$ cat config.mk
export PLATFORM = sky130hd
export DESIGN_NAME = otp_tlv_element_scanner_top_flat
export DESIGN_NICKNAME = d
export VERILOG_FILES = /design/src/sv/otp_tlv_pkg.sv /design/src/sv/otp_tlv_ifs.sv /design/src/sv/otp_tlv_scan_core.sv /design/src/sv/otp_tlv_out_reg.sv /design/src/sv/otp_tlv_element_scanner_top.sv /design/src/flat_wrapper.sv
export SDC_FILE = /design/constraint.sdc
export NUM_CORES = 1
export LEC_CHECK = 0
export ABC_AREA = 1
export BUFFER_PORTS_ARGS = -buffer_cell sky130_fd_sc_hd__buf_4
export CAP_MARGIN = 20
export CORE_ASPECT_RATIO = 1.2
export CORE_MARGIN = 2
export CORE_UTILIZATION = 62
export CTS_CLUSTER_SIZE = 30
export DETAILED_ROUTE_END_ITERATION = 8
export PLACE_DENSITY = 0.91
export SYNTH_ARGS = -nofsm -noshare
export SYNTH_HDL_FRONTEND = slang
export SYNTH_SLANG_ARGS = --single-unit
$ cat constraint.sdc
create_clock -name clk -period 5.8 [get_ports clk]
set_input_delay 1.16 -clock clk [delete_from_list [all_inputs] [get_ports clk]]
set_output_delay 1.16 -clock clk [all_outputs]
set_load 0.005 [all_outputs]
$ cat src/sv/otp_tlv_pkg.sv
`timescale 1ns / 1ps
`default_nettype none

package otp_tlv_pkg;

	localparam int OTP_BYTES = 1024;
	localparam int OFS_W = $clog2(OTP_BYTES);

	localparam logic [7:0] MAGIC_BYTE = 8'h3C;
	localparam logic [7:0] MAX_TYPE = 8'd32;
	// The window holds the three bytes that come before the current one.
	localparam logic [1:0] WINDOW_FULL = 2'd3;

	localparam int DATA_W = 8;
	localparam int TYPE_W = 6;
	localparam int ELEN_W = 10;

	typedef enum logic [3:0] {
		MODE_DONE = 4'b0001,
		MODE_SCAN = 4'b0010,
		MODE_SKIP = 4'b0100,
		MODE_EMIT = 4'b1000
	} scan_mode_t;

	localparam logic KIND_PAYLOAD = 1'b0;
	localparam logic KIND_NOT_FOUND = 1'b1;

	typedef struct packed {
		logic              result_kind;
		logic [DATA_W-1:0] payload_byte;
		logic [ELEN_W-1:0] element_length;
		logic              last;
	} result_t;

endpackage

`default_nettype wire

$ cat src/sv/otp_tlv_ifs.sv
`timescale 1ns / 1ps
`default_nettype none

interface otp_tlv_byte_if;
	import otp_tlv_pkg::*;

	logic              valid;
	logic              ready;
	logic [DATA_W-1:0] otp_byte;
	logic              first_byte;

	modport source (output valid, output otp_byte, output first_byte, input ready);
	modport sink (input valid, input otp_byte, input first_byte, output ready);
endinterface

interface otp_tlv_res_if;
	import otp_tlv_pkg::*;

	logic              valid;
	logic              ready;
	logic              result_kind;
	logic [DATA_W-1:0] payload_byte;
	logic [ELEN_W-1:0] element_length;
	logic              last;

	modport source (output valid, output result_kind, output payload_byte,
		output element_length, output last, input ready);
	modport sink (input valid, input result_kind, input payload_byte,
		input element_length, input last, output ready);
endinterface

`default_nettype wire

$ cat src/sv/otp_tlv_scan_core.sv
`timescale 1ns / 1ps
`default_nettype none

module otp_tlv_scan_core (
	input  wire                            clk,
	input  wire                            arst_n,
	input  wire                            beat,
	input  wire [otp_tlv_pkg::DATA_W-1:0]  otp_byte,
	input  wire                            first_byte,
	input  wire                            cfg_we,
	input  wire [otp_tlv_pkg::TYPE_W-1:0]  cfg_wdata,
	output logic                           res_valid,
	output otp_tlv_pkg::result_t           res
);
	import otp_tlv_pkg::*;

	logic [TYPE_W-1:0] wanted_type_q;
	logic [23:0]       window_q, window_d;
	logic [1:0]        fill_q, fill_d;
	logic [OFS_W-1:0]  ofs_q, ofs_d;
	scan_mode_t        mode_q, mode_d;
	logic [OFS_W-1:0]  rem_q, rem_d;
	logic [OFS_W-1:0]  found_q, found_d;

	logic [23:0]       window_c;
	logic [1:0]        fill_c;
	logic [OFS_W-1:0]  rem_c;
	logic [OFS_W-1:0]  found_c;
	scan_mode_t        mode_c;

	logic [7:0]        hdr_magic, hdr_type;
	logic [15:0]       hdr_len;
	logic [16:0]       ofs_m1;
	logic              hdr_ok;
	logic [OFS_W+ELEN_W-1:0] found_ext;

	always_comb begin
		hdr_magic = window_q[23:16];
		hdr_type  = window_q[15:8];
		hdr_len   = {otp_byte, window_q[7:0]};
	end

	always_comb begin
		// A restart clears the scan state before the byte is looked at.
		if (first_byte) begin
			ofs_d    = OFS_W'(OTP_BYTES - 1);
			mode_c   = MODE_SCAN;
			window_c = '0;
			fill_c   = '0;
			rem_c    = '0;
			found_c  = '0;
		end else begin
			ofs_d    = (ofs_q != '0) ? ofs_q - OFS_W'(1) : ofs_q;
			mode_c   = mode_q;
			window_c = window_q;
			fill_c   = fill_q;
			rem_c    = rem_q;
			found_c  = found_q;
		end

		// The header is only checked with a full window, which a restart never has,
		// so the held window can be decoded directly.
		ofs_m1 = 17'(ofs_d) - 17'd1;
		hdr_ok = (hdr_magic == MAGIC_BYTE) && (hdr_type >= 8'd1) &&
			(hdr_type <= MAX_TYPE) && (17'(hdr_len) <= ofs_m1);

		window_d  = window_c;
		fill_d    = fill_c;
		rem_d     = rem_c;
		found_d   = found_c;
		mode_d    = mode_c;
		res_valid = 1'b0;
		found_ext = {{ELEN_W{1'b0}}, found_c};
		res.result_kind    = KIND_PAYLOAD;
		res.payload_byte   = otp_byte;
		res.element_length = found_ext[ELEN_W-1:0];
		res.last           = 1'b0;

		if (!first_byte && mode_q == MODE_DONE) begin
			ofs_d = ofs_q;
		end else if (mode_c == MODE_EMIT) begin
			res_valid = 1'b1;
			res.last  = (rem_c <= OFS_W'(1));
			if (rem_c != '0)
				rem_d = rem_c - OFS_W'(1);
			if (res.last || ofs_d <= OFS_W'(1))
				mode_d = MODE_DONE;
		end else begin
			if (mode_c == MODE_SKIP) begin
				if (rem_c != '0)
					rem_d = rem_c - OFS_W'(1);
				if (rem_c <= OFS_W'(1)) begin
					mode_d   = MODE_SCAN;
					fill_d   = '0;
					window_d = '0;
				end
			end else if (fill_c == WINDOW_FULL && ofs_d >= OFS_W'(2)) begin
				if (hdr_ok) begin
					fill_d   = '0;
					window_d = '0;
					if (hdr_len != 16'd0) begin
						rem_d = hdr_len[OFS_W-1:0];
						if (hdr_type == {2'b00, wanted_type_q}) begin
							found_d = hdr_len[OFS_W-1:0];
							mode_d  = MODE_EMIT;
						end else begin
							mode_d = MODE_SKIP;
						end
					end
				end else begin
					window_d = {window_c[15:0], otp_byte};
				end
			end else begin
				window_d = {window_c[15:0], otp_byte};
				if (fill_c != WINDOW_FULL)
					fill_d = fill_c + 2'd1;
			end

			if (ofs_d <= OFS_W'(1) && mode_d != MODE_EMIT) begin
				mode_d             = MODE_DONE;
				res_valid          = 1'b1;
				res.result_kind    = KIND_NOT_FOUND;
				res.payload_byte   = '0;
				res.element_length = '0;
				res.last           = 1'b1;
			end
		end
		res_valid = res_valid & beat;
	end

	always_ff @(posedge clk or negedge arst_n) begin
		if (!arst_n) begin
			wanted_type_q <= TYPE_W'(1);
			window_q      <= '0;
			fill_q        <= '0;
			ofs_q         <= '0;
			mode_q        <= MODE_DONE;
			rem_q         <= '0;
			found_q       <= '0;
		end else begin
			if (cfg_we)
				wanted_type_q <= cfg_wdata;
			if (beat) begin
				window_q <= window_d;
				fill_q   <= fill_d;
				ofs_q    <= ofs_d;
				mode_q   <= mode_d;
				rem_q    <= rem_d;
				found_q  <= found_d;
			end
		end
	end

endmodule

`default_nettype wire

$ cat src/sv/otp_tlv_out_reg.sv
`timescale 1ns / 1ps
`default_nettype none

module otp_tlv_out_reg (
	input  wire                        clk,
	input  wire                        arst_n,
	input  wire                        load,
	input  wire otp_tlv_pkg::result_t  res_in,
	output logic                       in_ready,
	otp_tlv_res_if.source              res_ch
);
	import otp_tlv_pkg::*;

	logic    valid_q;
	result_t data_q;

	// A new beat may enter while the held result is taken in the same cycle.
	assign in_ready = !valid_q || res_ch.ready;

	always_ff @(posedge clk or negedge arst_n) begin
		if (!arst_n) begin
			valid_q <= 1'b0;
		end else if (in_ready) begin
			valid_q <= load;
		end
	end

	always_ff @(posedge clk) begin
		if (in_ready && load)
			data_q <= res_in;
	end

	assign res_ch.valid          = valid_q;
	assign res_ch.result_kind    = data_q.result_kind;
	assign res_ch.payload_byte   = data_q.payload_byte;
	assign res_ch.element_length = data_q.element_length;
	assign res_ch.last           = data_q.last;

endmodule

`default_nettype wire

$ cat src/sv/otp_tlv_element_scanner_top.sv
`timescale 1ns / 1ps
`default_nettype none

// Channel   Direction  Beat carries
// in_ch     in         otp_byte, first_byte
// res_ch    out        result_kind, payload_byte, element_length, last
// cfg       in         wanted_type (write enable and data, no handshake)
//
// One byte is taken per cycle; its result, if any, appears in the output
// register on the next cycle. The output register is the only stall point:
// input is ready whenever that register is empty or being drained.
// Reset leaves the scanner idle until a beat with first_byte set arrives.

module otp_tlv_element_scanner_top (
	input  wire                           clk,
	input  wire                           arst_n,
	otp_tlv_byte_if.sink                  in_ch,
	otp_tlv_res_if.source                 res_ch,
	input  wire                           cfg_we,
	input  wire [otp_tlv_pkg::TYPE_W-1:0] cfg_wdata
);
	import otp_tlv_pkg::*;

	logic    in_ready;
	logic    beat;
	logic    res_valid;
	result_t res;

	assign in_ch.ready = in_ready;
	assign beat = in_ch.valid && in_ready;

	otp_tlv_scan_core u_core (
		.clk        (clk),
		.arst_n     (arst_n),
		.beat       (beat),
		.otp_byte   (in_ch.otp_byte),
		.first_byte (in_ch.first_byte),
		.cfg_we     (cfg_we),
		.cfg_wdata  (cfg_wdata),
		.res_valid  (res_valid),
		.res        (res)
	);

	otp_tlv_out_reg u_out (
		.clk      (clk),
		.arst_n   (arst_n),
		.load     (res_valid),
		.res_in   (res),
		.in_ready (in_ready),
		.res_ch   (res_ch)
	);

endmodule

`default_nettype wire

$ cat src/flat_wrapper.sv
// flat-port wrapper written by rule: the top's interface ports become plain ports
module otp_tlv_element_scanner_top_flat import otp_tlv_pkg::*;
  (clk, arst_n, cfg_we, cfg_wdata, in_ch_valid, in_ch_otp_byte, in_ch_first_byte, in_ch_ready, res_ch_valid, res_ch_result_kind, res_ch_payload_byte, res_ch_element_length, res_ch_last, res_ch_ready);
  otp_tlv_byte_if in_ch_i ();
  otp_tlv_res_if res_ch_i ();
  input  wire clk;
  input  wire arst_n;
  input  wire cfg_we;
  input  wire [otp_tlv_pkg::TYPE_W-1:0] cfg_wdata;
  input wire logic [$bits(in_ch_i.valid)-1:0] in_ch_valid;
  input wire logic [$bits(in_ch_i.otp_byte)-1:0] in_ch_otp_byte;
  input wire logic [$bits(in_ch_i.first_byte)-1:0] in_ch_first_byte;
  output wire logic [$bits(in_ch_i.ready)-1:0] in_ch_ready;
  output wire logic [$bits(res_ch_i.valid)-1:0] res_ch_valid;
  output wire logic [$bits(res_ch_i.result_kind)-1:0] res_ch_result_kind;
  output wire logic [$bits(res_ch_i.payload_byte)-1:0] res_ch_payload_byte;
  output wire logic [$bits(res_ch_i.element_length)-1:0] res_ch_element_length;
  output wire logic [$bits(res_ch_i.last)-1:0] res_ch_last;
  input wire logic [$bits(res_ch_i.ready)-1:0] res_ch_ready;
  assign in_ch_i.valid = in_ch_valid;
  assign in_ch_i.otp_byte = in_ch_otp_byte;
  assign in_ch_i.first_byte = in_ch_first_byte;
  assign in_ch_ready = in_ch_i.ready;
  assign res_ch_valid = res_ch_i.valid;
  assign res_ch_result_kind = res_ch_i.result_kind;
  assign res_ch_payload_byte = res_ch_i.payload_byte;
  assign res_ch_element_length = res_ch_i.element_length;
  assign res_ch_last = res_ch_i.last;
  assign res_ch_i.ready = res_ch_ready;
  otp_tlv_element_scanner_top u_core (.clk(clk), .arst_n(arst_n), .in_ch(in_ch_i), .res_ch(res_ch_i), .cfg_we(cfg_we), .cfg_wdata(cfg_wdata));
endmodule
==> results.md, run 1 <==
* Antenna violations before repair at 0
* Power density over cell area at 285 mW/mm²
* Total via count in the routed design at 5,994
* Setup Total Neg Slack at 0 ns
* Gr ovfl total at 0
* Top-level port count at 42
* CTS tree: built
* Kind of path behind the tightest hold check: register to register
* Yosys warns at 0
* First-pass GRT wire length at 26.4 mm
* Final antenna-violating net count at 0
* Wire length after detailed routing at about 16 mm
* Hold buffers post-CTS at 0
* Number of buffers inserted by port buffering at 41
* Least-Margin Pin Slew at 1.07 ns
* Weighted congestion at the end of routability-driven global placement at 1.00
* Prevailing post-synth register cell: dfrtp_1
* Max Fanout on Critical Path at 23
* Post-synth cell types at 46
* Worst IR Drop VDD at ~0.00018 V
* Area of the die at 0.0107 mm²
* Setup slack after layout at around 0.57 ns
* MaxCap Viol Count at 0
* Maximum number of pins on one net before global-route repair at 68
* First drt pass iteration count at 5
* EDFF count, synth at 20
* Async S/R FF share, synth at 77.0%
* CTS root buf: clkbuf_16
* Setup repair after global routing missed its margin: false
* Maximum buffer depth of the clock tree at 2
* Chip height at 113 µm
* Total cell area at the placement stage at between 0.006 and 0.007 mm²
* Residual DRC at 0
* Number of fillers in the final layout at a little under 800
* Placed Instances at 973
* Initial Utilization at 64.2%
* Row Count at 39
* Cell area after synthesis at 0.00614 mm²
* Static power due to leakage at 3.27 nW
* Power Total at 1.94 mW
* Die width at 94.8 µm
* Number of antenna repair diodes at 0
* Delay-heaviest family, CP: simple AND/OR/NAND/NOR gates
* Worst hold slack at between 0.4 and 0.5 ns
* DPL Wire Length at 10.9 mm
* Buf/Inv on CP at 3
* Most frequent cell on the critical path: nand2_1
* Buffers inserted during post-CTS setup optimization at 0
* Average routed wire per standard cell at 16.2 µm
* Max Transition Viols Final at 0
* Outcome: finished clean
* Top cell type by total area after synthesis: dfrtp_1
* Syn-to-layout area delta at 11.2%
* Relative slew slack at 28.6%
* Category of the critical setup timing path: register to register
* Flop and latch count out of synthesis at 87
* Total routing resource utilization after global routing at 31.4%
* Final Core Density at 71.4%
* Area inside the core boundary at 0.00956 mm²
* # H-tree levels at 3
* Clock-pin slew on the worst setup and hold paths at about 0.06 ns
* Delay of the slowest cell on the worst path at 0.42 ns
* Main area contributors after synthesis: dfrtp_1 (26%), nand2_1 (10%), edfxtp_1 (9.8%)
* DRC violation total after the first TritonRoute iteration at about 460
* Final setup fails at 0
* Clk_lat worst skew at 0.35 ns
* Synthesized instance count at 840
* Maximum clock frequency at 0.191 GHz
* Cell with the largest stage delay on the worst path: nor4_1
* Worst path required time at approximately 5.8 ns
* Post-layout min period at 5.23 ns
* Share of the cycle needed by the critical path after routing at 90.1%
* Most used cells in the layout excluding fill and tap cells: nand2_1 (165), inv_1 (113), o21ai_0 (82)
* Ratio of cells with drive above 1 in the final layout at roughly 12%
* Avg Cell Area, Syn at between 7 and 8 µm²
* Post-Syn Nets at 883
* Crit. End Element: register
* Nets@finish at 904
* Number of sinks handled by clock tree synthesis at 87
* CP startpoint kind: register
* Via density at 6.06
* Area share of the largest cell type after synthesis at 26.5%
* Post-placement worst setup slack at between 0.6 and 0.7 ns
* Total clock buffers created by CTS at 9
* Final-report hold violation count at 0
* Number of global-route vias before repair at 5,628
* Finished Layout Cells at 989
* Proportion of synthesized chip area in sequential cells at 37.1%
* Resized Gates After CTS at 0
* Setup clock skew after layout at 0.0102 ns
* Worst endpoint data arrival time at between 5 and 6 ns
* Non-Filler Cell Area, Final at 0.00683 mm²
* Commonest non-fill, non-tap cell in the layout: nand2_1
-- cell type report --
type	instances	area (µm²)	area share, %
Inverter	122	458	6.71
Clock buffer	14	318	4.65
Multi-Input combinational cell	593	3240	47.5
Clock inverter	2	16.3	0.238
Sequential cell	87	2280	33.4
Timing Repair Buffer	48	360	5.28
Tap cell	123	154	2.25
-- worst paths after layout --
| kind | depth (start not counted) | start | slack (ns) | end |
|---|---|---|---|---|
| setup / recovery | 27 | u_core.u_core.ofs_q[0] | 0.57 | u_core.u_out.res_ch.result_kind |
| hold / removal | 2 | u_core.u_core.rem_q[7] | 0.49 | u_core.u_core.rem_q[7] |
| setup reg to reg | 27 | u_core.u_core.ofs_q[0] | 0.57 | u_core.u_out.res_ch.result_kind |
| hold reg to reg | 2 | u_core.u_core.rem_q[7] | 0.49 | u_core.u_core.rem_q[7] |
| max in group asynchronous | 1 | arst_n | 4.29 | u_core.u_core.wanted_type_q[3] |
| min in group asynchronous | 1 | arst_n | 0.93 | u_core.u_core.wanted_type_q[4] |
-- where the power goes --
group,leakage [nW],internal (mW),switching (mW),total [mW]
clock network,0.161,0.381,0.242,0.623
registers,1.01,0.705,0.0568,0.762
logic,2.10,0.182,0.377,0.559
-- state kept, by name, summed over array words and instances (netlist names) --
register / flops
u_core.u_out.res_ch.payload_byte: 8
u_core.u_out.res_ch.last: 1
u_core.u_out.res_ch.element_length: 10
u_core.u_core.mode_q: 4
u_core.u_core.ofs_q: 10
u_core.u_core.window_q: 24
u_core.u_core.wanted_type_q: 6
u_core.u_out.res_ch.valid: 1
u_core.u_core.found_q: 10
u_core.u_out.res_ch.result_kind: 1
u_core.u_core.rem_q: 10
u_core.u_core.fill_q: 2
-- synth_stat cells (2+ instances only) --
library cell / number
o21ai_1: 5
nand2_2: 9
nor2_2: 11
xor2_1: 10
buf_2: 6
mux2_2: 3
nor3_1: 6
dfstp_2: 2
ha_1: 23
nand4_1: 8
a31oi_1: 2
inv_1: 113
o211ai_1: 21
clkbuf_1: 28
nor4_1: 6
o311ai_1: 8
edfxtp_1: 20
nor2_1: 81
nand3_2: 3
o31ai_1: 3
a21oi_1: 35
nor2_4: 3
o311ai_0: 17
a211oi_1: 2
a221oi_1: 2
clkinv_1: 2
nand3b_1: 2
dfrtp_1: 65
a22oi_1: 2
nand2_1: 165
inv_2: 7
nand3_1: 62
nand3_4: 3
o22ai_1: 7
xnor2_1: 6
o21ai_0: 82
-- worst reg2reg max path, cell delays in order, from the launching register on --
cell and delay, ns:
dfrtp_1 0.41, inv_1 0.15, ha_1 0.33, nand2_2 0.11, nor2_4 0.13, nand3_4 0.16
xor2_1 0.19, nor2_2 0.29, ha_1 0.26, nand4_2 0.16, nor2_2 0.16, nand2_2 0.15
ha_1 0.33, nand2_1 0.09, nor4_1 0.42, nand4_1 0.13, nand3_1 0.12, nand2_2 0.11
nand3_4 0.24, nand2_1 0.08, nand2_1 0.07, nand2_1 0.08, nand2_2 0.10, nand2_1 0.11
nand2_1 0.09, nand2_1 0.07, inv_1 0.09, buf_4 0.28
-- logic make-up after synthesis --
logic type	count (synthesis)	synth area share, %
XOR/XNOR	16	2.28
adder cells (fa/ha/maj)	23	4.69
buffers and inverters	160	10.1
AO/OA/AOI/OAI	189	18.6
multiplexers	3	0.550
AND/OR/NAND/NOR	362	26.6
flip-flops	87	37.1
-- per-layer routing --
| metal | global-route usage [%] | wire [µm] |
|---|---|---|
| met5 | 0 | 0 |
| met4 | 13.9 | 539 |
| met3 | 5.99 | 1270 |
| met2 | 53.3 | 7920 |
| met1 | 38.7 | 6270 |
(Power assumes the default switching activity.)
==> run 2: changes to the inputs <==
--- a/config.mk
+++ b/config.mk
@@ -10,10 +10,11 @@
 export CAP_MARGIN = 20
 export CORE_ASPECT_RATIO = 1.2
 export CORE_MARGIN = 2
-export CORE_UTILIZATION = 62
+export CORE_UTILIZATION = 63
+export CTS_BUF_LIST = sky130_fd_sc_hd__clkbuf_2 sky130_fd_sc_hd__clkbuf_4 sky130_fd_sc_hd__clkbuf_8
 export CTS_CLUSTER_SIZE = 30
 export DETAILED_ROUTE_END_ITERATION = 8
-export PLACE_DENSITY = 0.91
+export PLACE_DENSITY = 0.93
 export SYNTH_ARGS = -nofsm -noshare
 export SYNTH_HDL_FRONTEND = slang
 export SYNTH_SLANG_ARGS = --single-unit
==> run 2 against run 1 <==
Design area fell by 1.4%. Combinational power fell by 2%. Clock skew rose by 0.0045 ns. Critical path depth rose by 1. First-iteration DRC count rose by 20%. Core utilization fell by 0.66 points. Global-route usage fell by 0.63 points. Final cell count rose by 0.30%. Die area fell by 1.5%. Critical path type unchanged. Largest power group unchanged.
==> results.md, run 2 (same netlist as run 1, synthesis figures left out) <==
* Worst hold slack at 0.498 ns
* Chip height at 112 µm
* Area of the die at 0.0106 mm²
* Worst IR Drop VDD at ~0.00019 V
* Static power due to leakage at between 3 and 4 nW
* Endpoint of the worst hold-timing path: u_core.u_core.rem_q[7]
* DPL Wire Length at about 11 mm
* Buffers inserted during post-CTS setup optimization at 0
* Via density at 5.89
* Final-report hold violation count at 0
* Final Core Density at 70.7%
* Wire length after detailed routing at 15.4 mm
* Maximum buffer depth of the clock tree at 2
* Category of the critical setup timing path: register to register
* Final setup fails at 0
* Max Transition Viols Final at 0
* Startpoint of the lowest-slack hold path: u_core.u_core.rem_q[7]
* Power Total at ~1.8 mW
* Number of sinks handled by clock tree synthesis at 87
* Multi-input logic area at ~0.0032 mm²
* Internal power summed over all cells at 1.11 mW
* Maximum number of pins on one net before global-route repair at 68
* Setup clock skew after layout at 0.0146 ns
* Critical R2R Launch: u_core.u_core.ofs_q[0]
* MaxCap Viol Count at 0
* Post-placement worst setup slack at 0.681 ns
* Buf/Inv on CP at 4
* Least-Margin Pin Slew at 1.07 ns
* Setup Total Neg Slack at 0 ns
* Weighted congestion at the end of routability-driven global placement at about 0.94
* Post-layout min period at 4.98 ns
* Instance count along the most critical hold path at 2
* CTS tree: built
* Setup slack after layout at 0.818 ns
* Average routed wire per standard cell at 15.5 µm
* Critical Path Source: u_core.u_core.ofs_q[0]
* Largest Register: u_core.u_core.window_q
* # H-tree levels at 3
* Worst path required time at 5.87 ns
* Final antenna-violating net count at 0
* CP startpoint kind: register
* Number of global-route vias before repair at ~5,400
* DRC violation total after the first TritonRoute iteration at 556
* Share of the cycle needed by the critical path after routing at 85.9%
* Gr ovfl total at 0
* Capture instance of the worst register-to-register path: u_core.u_out.res_ch.element_length[1]
* Number of antenna repair diodes at 0
* Area inside the core boundary at ~0.0095 mm²
* Resized Gates After CTS at 0
* Die width at 94.1 µm
* Nets@finish at between 900 and 1,000
* Kind of path behind the tightest hold check: register to register
* Most frequent cell on the critical path: nand2_1
* Clk_lat worst skew at 0.38 ns
* Antenna violations before repair at 0
* CTS root buf: clkbuf_8
* Commonest non-fill, non-tap cell in the layout: nand2_1
* Cell with the largest stage delay on the worst path: dfrtp_1
* Setup repair after global routing missed its margin: false
* First drt pass iteration count at 5
* Row Count at 39
* Number of buffers inserted by port buffering at 41
* Part of the total power dissipated in combinational logic at 31.0%
* Delay of the slowest cell on the worst path at between 0.4 and 0.5 ns
* Initial Utilization at 64.5%
* Number of fillers in the final layout at around 800
* Net load switching power at between 0.6 and 0.7 mW
* Register-to-register setup slack at 0.82 ns
* Total routing resource utilization after global routing at 30.8%
* Crit. End Element: register
* Worst endpoint data arrival time at 5.05 ns
* Outcome: finished clean
* Number of flip-flops under the largest register name at 24
* Portion of total power attributed to sequential cells at 42.9%
* Syn-to-layout area delta at 9.62%
* Top-level port count at between 40 and 50
* FF-to-FF path depth at 28
* Total via count in the routed design at 5,846
* Clock-pin slew on the worst setup and hold paths at roughly 0.09 ns
* Relative slew slack at 28.5%
* Ratio of cells with drive above 1 in the final layout at about 13%
* Sw frac at 37.2%
* Residual DRC at 0
* Most used cells in the layout excluding fill and tap cells: nand2_1 (165), inv_1 (113), o21ai_0 (82)
* Max Fanout on Critical Path at 20
* Area used by sequential logic in the layout at 0.00228 mm²
* First-pass GRT wire length at ~26 mm
* Relative contribution of the clock network to total power at a little over a quarter
* Maximum clock frequency at 0.201 GHz
* Power density over cell area at roughly 260 mW/mm²
* Hold buffers post-CTS at 0
* Delay-heaviest family, CP: simple AND/OR/NAND/NOR gates
* Total clock buffers created by CTS at 9
## run 2: cell types whose count changed in the layout (fill, tap and decap cells not counted), sizes merged
cell	change
buf	+3
clkbuf	-3
inv	+2
bufinv	+1
clkinv	+1
clkinvlp	-1
## run 2: worst max path at each step
stage	cells after the start	to
2_1_floorplan	24	u_core.u_out.res_ch.element_length[0]
5_1_grt	28	u_core.u_out.res_ch.result_kind
4_1_cts	28	u_core.u_out.res_ch.element_length[1]
3_5_place_dp	25	u_core.u_out.res_ch.element_length[6]
6_report	28	u_core.u_out.res_ch.element_length[1]
3_3_place_gp	25	u_core.u_out.res_ch.element_length[1]
## run 2: per-stage QoR
| step | cells | instance area [µm²] |
|---|---|---|
| after global routing | 992 | 6730 |
| after CTS | 992 | 6730 |
| after floorplan | 840 | 6140 |
| after global placement | 976 | 6520 |
| after detailed placement | 976 | 6520 |
| final | 992 | 6730 |
## run 2: power by group through the flow
stage	logic [mW]	clock network, mW	registers, mW
6_report	0.549	0.463	0.759
5_1_grt	0.621	0.493	0.766
4_1_cts	0.542	0.466	0.757
3_5_place_dp	0.536	0	0.769
3_3_place_gp	0.527	0	0.767
2_1_floorplan	0.404	0	0.753
## run 2: cell type report
type                       instances  share of cell area [%]
clock buffer                      11                    2.25
timing repair buffer              51                    5.69
inverter                         122                    6.80
clock inverter                     5                   0.930
tap                              123                    2.29
sequential                        87                    33.9
multi-input combinational        593                    48.2
## run 2: routing by layer
metal | share of wire (%) | up-vias | track usage, %
li1 | - | 2882 | -
met1 | 41 | 2656 | 42.0
met2 | 48 | 267 | 48.0
met3 | 7.0 | 41 | 4.97
met4 | 3.9 | 0 | 14.7
met5 | 0 | - | 0
## run 2: tightest hold or removal path: stages (launching register included)
cell and delay, ns:
dfrtp_1 0.37, nand2_1 0.05, nand2_1 0.05
